$ cat config.mk
export PLATFORM = sky130hd
export DESIGN_NAME = cau_front
export DESIGN_NICKNAME = d
export VERILOG_FILES = /design/src/rtl/cau_pkg.sv /design/src/rtl/cau_front.sv
export SDC_FILE = /design/constraint.sdc
export NUM_CORES = 1
export LEC_CHECK = 0
export ABC_CLOCK_PERIOD_IN_PS = 8900
export CAP_MARGIN = 20
export CORE_MARGIN = 4
export CORE_UTILIZATION = 25
export CTS_CLUSTER_SIZE = 40
export DETAILED_ROUTE_END_ITERATION = 12
export DONT_BUFFER_PORTS = 1
export PLACE_DENSITY_LB_ADDON = 0.12
export REMOVE_ABC_BUFFERS = 1
export SYNTH_ARGS = -nofsm -noshare
export SYNTH_HDL_FRONTEND = slang
export SYNTH_SLANG_ARGS = --single-unit
$ cat constraint.sdc
create_clock -name clk -period 8.9 [get_ports clk]
set_input_delay 0.445 -clock clk [delete_from_list [all_inputs] [get_ports clk]]
set_output_delay 0.445 -clock clk [all_outputs]
set_load 0.02 [all_outputs]
$ cat src/rtl/cau_pkg.sv
// Shared types, constants and arithmetic helpers of the complex arithmetic unit.
`default_nettype none
package cau_pkg;

    localparam int FRAC_BITS = 16;
    localparam int DIV_SHIFT = 32 - FRAC_BITS;
    localparam int DIV_STEPS = 32;
    localparam int QDEPTH    = 2;

    localparam logic [1:0] OP_ADD = 2'd0;
    localparam logic [1:0] OP_SUB = 2'd1;
    localparam logic [1:0] OP_MUL = 2'd2;
    localparam logic [1:0] OP_DIV = 2'd3;

    localparam logic [1:0] ST_OK   = 2'd0;
    localparam logic [1:0] ST_SAT  = 2'd1;
    localparam logic [1:0] ST_DIVZ = 2'd2;

    localparam logic [1:0] KIND_DIRECT = 2'd0;
    localparam logic [1:0] KIND_DIV    = 2'd1;
    localparam logic [1:0] KIND_DIVZ   = 2'd2;

    localparam logic [31:0] SAT_MAX = 32'h7FFF_FFFF;
    localparam logic [31:0] SAT_MIN = 32'h8000_0000;

    typedef struct packed {
        logic              is_div;
        logic [1:0]        op;
        logic signed [31:0] a_real;
        logic signed [31:0] a_imag;
        logic signed [31:0] b_real;
        logic signed [31:0] b_imag;
    } cau_item_t;

    typedef struct packed {
        logic        neg;
        logic        sat;
        logic [63:0] rem;
        logic [31:0] sh;
    } cau_part_t;

    typedef struct packed {
        logic [1:0]  kind;
        logic [63:0] den;
        cau_part_t   re;
        cau_part_t   im;
    } cau_pipe_t;

    typedef struct packed {
        logic [31:0] val;
        logic        sat;
    } cau_sat_t;

    function automatic cau_sat_t sat32(logic signed [64:0] v);
        cau_sat_t r;
        if ((&v[64:31]) || !(|v[64:31]))
        begin
            r.val = v[31:0];
            r.sat = 1'b0;
        end
        else
        begin
            r.val = v[64] ? SAT_MIN : SAT_MAX;
            r.sat = 1'b1;
        end
        return r;
    endfunction

    // Sets up one part: direct results are saturated here, a quotient gets
    // its sign, overflow test, starting remainder and low dividend bits.
    function automatic cau_part_t prep_part(logic [1:0] op, logic signed [64:0] s,
                                            logic [63:0] den);
        cau_part_t         p;
        cau_sat_t          r;
        logic [63:0]       mag;
        logic [63:0]       hi;
        logic signed [64:0] sh;
        p   = '0;
        mag = s[64] ? 64'(-s) : s[63:0];
        hi  = mag >> DIV_SHIFT;
        sh  = s >>> FRAC_BITS;
        case (op)
            OP_ADD, OP_SUB:
            begin
                r     = sat32(s);
                p.sh  = r.val;
                p.sat = r.sat;
            end
            OP_MUL:
            begin
                r     = sat32(sh);
                p.sh  = r.val;
                p.sat = r.sat;
            end
            default:
            begin
                p.neg = s[64];
                p.sat = (hi >= den);
                p.rem = hi;
                p.sh  = mag[31:0] << FRAC_BITS;
            end
        endcase
        return p;
    endfunction

    // One restoring division step: the top dividend bit moves into the
    // remainder and the new quotient bit enters at the bottom.
    function automatic cau_part_t div_step(cau_part_t p, logic [63:0] den);
        cau_part_t  r;
        logic [64:0] t;
        logic        ge;
        r     = p;
        t     = {p.rem, p.sh[31]};
        ge    = (t >= {1'b0, den});
        r.rem = ge ? 64'(t - {1'b0, den}) : t[63:0];
        r.sh  = {p.sh[30:0], ge};
        return r;
    endfunction

    function automatic cau_sat_t fin_part(cau_part_t p, logic [1:0] kind);
        cau_sat_t r;
        r = '0;
        case (kind)
            KIND_DIRECT:
            begin
                r.val = p.sh;
                r.sat = p.sat;
            end
            KIND_DIV:
            begin
                if (p.sat)
                begin
                    r.val = p.neg ? SAT_MIN : SAT_MAX;
                    r.sat = 1'b1;
                end
                else if (p.neg)
                begin
                    if (p.sh > SAT_MIN)
                    begin
                        r.val = SAT_MIN;
                        r.sat = 1'b1;
                    end
                    else
                    begin
                        r.val = 32'(-p.sh);
                    end
                end
                else if (p.sh[31])
                begin
                    r.val = SAT_MAX;
                    r.sat = 1'b1;
                end
                else
                begin
                    r.val = p.sh;
                end
            end
            default:
            begin
                r = '0;
            end
        endcase
        return r;
    endfunction

endpackage
`default_nettype wire

$ cat src/rtl/cau_front.sv
// Front end: accepts requests into a short queue and classifies them.
`default_nettype none
module cau_front import cau_pkg::*; (
    input  wire logic         clk,
    input  wire logic         rst_n,
    input  wire logic         s_tvalid,
    output logic              s_tready,
    input  wire logic [127:0] s_tdata,  // a_real, a_imag, b_real, b_imag
    input  wire logic [1:0]   s_tuser,  // op
    output logic              q_valid,
    output cau_item_t         q_item,
    input  wire logic         q_pop
);

    logic [1:0] count_reg;
    logic       wr_ptr_reg;
    logic       rd_ptr_reg;
    cau_item_t  mem_reg [QDEPTH];
    cau_item_t  in_item;
    logic       push;
    logic       pop;

    always_comb
    begin
        in_item.op     = s_tuser;
        in_item.is_div = (s_tuser == OP_DIV);
        in_item.a_real = s_tdata[31:0];
        in_item.a_imag = s_tdata[63:32];
        in_item.b_real = s_tdata[95:64];
        in_item.b_imag = s_tdata[127:96];
    end

    assign s_tready = (count_reg != 2'(QDEPTH));
    assign q_valid  = (count_reg != 2'd0);
    assign q_item   = mem_reg[rd_ptr_reg];
    assign push     = s_tvalid && s_tready;
    assign pop      = q_pop && q_valid;

    always_ff @(posedge clk or negedge rst_n)
    begin
        if (!rst_n)
        begin
            count_reg  <= 2'd0;
            wr_ptr_reg <= 1'b0;
            rd_ptr_reg <= 1'b0;
        end
        else
        begin
            if (push)
                wr_ptr_reg <= ~wr_ptr_reg;
            if (pop)
                rd_ptr_reg <= ~rd_ptr_reg;
            if (push && !pop)
                count_reg <= count_reg + 2'd1;
            else if (pop && !push)
                count_reg <= count_reg - 2'd1;
        end
    end

    always_ff @(posedge clk)
    begin
        if (push)
            mem_reg[wr_ptr_reg] <= in_item;
    end

endmodule
`default_nettype wire

* After elaboration in Yosys (flattened, before gate mapping)
Memory sizes are Yosys's and may differ from the RTL's. Cells that the tools add are included.
Operators by class: add/sub/neg operators 2, multipliers 0, div/mod/pow operators 0, $lt $le $gt $ge 0, equal/unequal tests 2, shift operators 0, multiplexer cells 4, bitwise gates (word level) 2, reduce and logical (&&, ||, !) cells 8
Operators by type and width (count):
- 1-bit logical AND | 4
- 2-bit 2-to-1 mux | 2
- 2-bit nonzero test | 2
- 2-bit by 1-bit adder with 2-bit output, second input constant | 1
- 2-bit == test, second input constant | 1
- 1-bit zero test | 2
- 1-bit 2-to-1 mux | 2
- 2-bit != test, second input constant | 1
- 1-bit inverter | 2
- 2-bit by 1-bit subtractor with 2-bit output, second input constant | 1
Storage, ports and cells: register bits after elaboration 4, bits in latches 0, RAM bits 262, memory bits (read-only) 0, input bits 134, output and inout port bits 133, memories 1
Memory list:
- mem_reg | words 2, width 131, read ports 1, clocked after Yosys merged registers in 0, wr ports 1, RTL line cau_front.sv:18 | cau_item_t mem_reg [QDEPTH];

* Longest topological paths before layout
word-level depth 6, gate-level depth with buffers 7, gate-level depth less buffers 7

* Worst setup path before layout
Ideal clock, no wire load.
path type flip-flop to flip-flop, from register count_reg[0], to memory mem_reg[0][0] (netlist name), enable pin, setup time 0.623 ns, arrival 6.241 ns, data required time 8.277 ns, setup slack 2.036 ns, stages on the path, launching flop included 4, path buffers 0, clock period less this slack 6.864 ns, cells stage by stage dfrtp_1 nand2b_1 nand2_1 nor2_1
Between the ends: word-level cells in the longest chain between the ends 4
RTL lines:
- start: declaration | RTL line cau_front.sv:15 | logic [1:0] count_reg;
- start signal: assignment | RTL line cau_front.sv:54 | count_reg <= count_reg + 2'd1;
- start signal: assignment | RTL line cau_front.sv:56 | count_reg <= count_reg - 2'd1;
- 2-bit != test | RTL line cau_front.sv:33 | assign s_tready = (count_reg != 2'(QDEPTH));
- via s_tready | RTL line cau_front.sv:7 | output logic s_tready,
- 1-bit logical AND | RTL line cau_front.sv:36 | assign push = s_tvalid && s_tready;
- 1-bit 2-to-1 mux | RTL line cau_front.sv:62 | if (push)
- 1-bit 2-to-1 mux (not written as such) | RTL line cau_front.sv:63 | mem_reg[wr_ptr_reg] <= in_item;
- end: declaration | RTL line cau_front.sv:18
The timed path passes the listed nets, and every way through them passes these cells.

==> out/results.txt <==
Static leakage - 4.39 nW
CTS max path bufs - 3
Setup bufs post-CTS - 0
Mean Syn Cell Area - 23.4 um^2
Worst path arrival time - 2.84 ns
Register area share after synthesis - 0.798
Synth warnings - 0
Outcome - finished, final reports clean
Final Hold Fails - 0
Largest cells by area after synthesis - edfxtp_1 79%, mux2_4 12%, mux2_2 5.8%
IR Drop Worst-Case VDD - 0.254 mV
Number of global-route vias before repair - 4871
Number of H-tree levels - 1
FF+latch count, synth - 266
Chip Height - 208 um
Crit start category - flop
Max-cap violations - 0
Max Fclk - 0.305 GHz
# diodes - 0
Largest net degree at the start of global routing - 74
Area grow syn2layout - 27.6%
Routed wire length - 21300 um
CTS clk-pin slew, worst paths - 0.06 ns
IO Port Bufs - 0
Routed Antenna Nets - 0
CP Max Fanout - 44
CP delay by family, top - flip-flops
Met3 usage - 0.0449
Critical R2R Launch - count_reg[0]
GRT overflow - 0
Layout cell share with drive strength beyond 1 - 0.295
Initial antenna violation count - 2
WHS Endpoint - rd_ptr_reg
Clock latency on the worst-skew pair - 0.56 ns
Mapped Cells - 427
Slowest stage delay, CP - 0.91 ns
First-pass GRT wire length - 31200 um
Setup TNS - 0 ns
CP bufs+invs - 1
Place WS - 5.83 ns
Slew @ Worst Pin - 1.03 ns
Clock root cell - clkbuf_16
CTS Buf Count - 30
Hold Crit Class - input port to flop
Placed Instances - 935
CP Class - flop to output pin
Final min period - 3.28 ns
Reg2Reg Depth - 3
Hold Crit Start - q_pop
Yosys top cell area share - 0.788
Clock skew - 0.0154 ns
CP Data Required Time - 8.46 ns
Worst r2r dst - mem_reg[1][130]
Fin crit share - 0.369
CTS tree - done
Chip width - 208 um
Final HPWL DP - 13900 um
R2R setup slack - 5.99 ns
IO Count - 267
Core area - 39100 um^2
Die area - 43200 um^2
Cell taking the most area after synthesis - edfxtp_1
1st-iter DRT viols - 115
Largest register FFs - 262
Worst Setup End Kind - output pin
Per-cell routed wire length - 19.1 um
Slew Limit Fails - 0
Max_slew headroom - 0.313
Critical Path, Cell by Cell - buf_4, mux2_2
Gpl congestion - 0.694
Nets - 716
Post-Syn Area - 9980 um^2
Drt via density - 3.93
GR Util All Layers - 0.0934
Drt drc - 0
Final Instance Count excl. Fillers - 1118
CTS sink cnt - 266
Fin worst setup slack - 5.62 ns
Slowest stage cell, crit path - dfrtp_4
RSZ-0062 raised after global routing - false
Via count - 4390
Final setup fails - 0
DRT Pass-1 Iters - 4
Power consumption - 0.00422 W
Num rows - 72
Busiest grt layer - met2
Hold Slack - 0.0665 ns
Worst Hold Depth - 2
Initial Util - 0.255
GR Util met1 - 0.105
Power Dens Cells - 331 nW/um^2
Met2 Use GR - 0.160
Distinct cells, synth - 17
==> cell usage after synthesis <==
cell,instances
nand2b_1,1
mux2_2,51
mux2_4,80
ha_1,1
and2_1,1
xnor2_1,3
buf_6,9
nand2_1,2
dfrtp_1,4
buf_2,5
or2_2,1
nor2_1,2
xor2_1,2
and3_1,1
edfxtp_1,262
inv_1,1
buf_8,1
==> per-stage QoR <==
step / util / cell area, um^2
6_report: 0.326 / 12700
5_1_grt: 0.326 / 12700
4_1_cts: 0.325 / 12700
3_5_place_dp: 0.270 / 10500
3_3_place_gp: 0.270 / 10500
2_1_floorplan: - / 9840
==> how the worst max path moves through the flow <==
stage	from	to	cells after the start
3_5_place_dp	count_reg[0]	mem_reg[0][2]	4
2_1_floorplan	count_reg[0]	mem_reg[0][0]	3
6_report	rd_ptr_reg	q_item[12]	2
5_1_grt	rd_ptr_reg	q_item[121]	2
3_3_place_gp	count_reg[0]	mem_reg[0][31]	4
4_1_cts	rd_ptr_reg	q_item[12]	2
==> final cells by class <==
cell class,count,area [um^2]
fillers,3781,26400
flip-flops and latches,266,7970
multi-input cells,145,1880
repair buffers,137,1370
clock buffers,36,795
well taps,518,648
clock inverters,15,67.6
inverters,1,3.75
==> power by group <==
group          total, W  switching, W  internal (W)
clock network   0.00109      0.000465      0.000624
registers       0.00183      0.000113       0.00172
logic           0.00130      0.000817      0.000483
total           0.00422       0.00139       0.00282
==> cell families after synthesis <==
kind of cell / Yosys count / share of synthesized area
XOR/XNOR: 5 / 0.00439
multiplexers: 131 / 0.178
buffers and inverters: 16 / 0.0145
AND/OR/NAND/NOR: 8 / 0.00401
adder cells (fa/ha/maj): 1 / 0.00125
flip-flops: 266 / 0.798
==> worst register-to-register path, stage by stage (launching register included) <==
cell and delay (ns):
dfrtp_1 0.40, nand2b_1 0.29, and3_4 0.80, buf_4 0.93
==> cells in the final DEF (no fill, tap or decap) <==
master and instances:
clkbuf_1 5, nor2_4 1, clkinv_1 10, ha_1 1, xor2_1 2, mux2_4 80, xnor2_1 3, and2_1 1
and3_4 1, clkinv_2 3, dfrtp_4 1, clkbuf_16 31, dlygate4sd3_1 131, nand2_1 2, or2_2 1, buf_4 5
buf_12 1, mux2_2 51, clkinvlp_4 2, nor2_1 1, nand2b_1 1, dfrtp_1 3, edfxtp_1 262, inv_1 1
==> routing by layer <==
| layer | routed length [um] | share of wire | up-vias |
|---|---|---|---|
| li1 | - | - | 1999 |
| met1 | 8260 | 0.39 | 2182 |
| met2 | 10500 | 0.49 | 166 |
| met3 | 1960 | 0.092 | 39 |
| met4 | 573 | 0.027 | 4 |
| met5 | 27 | 0.0013 | - |
==> what timing repair did <==
action,in CTS,in global routing
gates resized for setup,0,0
hold buffers,131,0
endpoints found under the hold margin,264,0
Power figures use the tool's default switching activity.
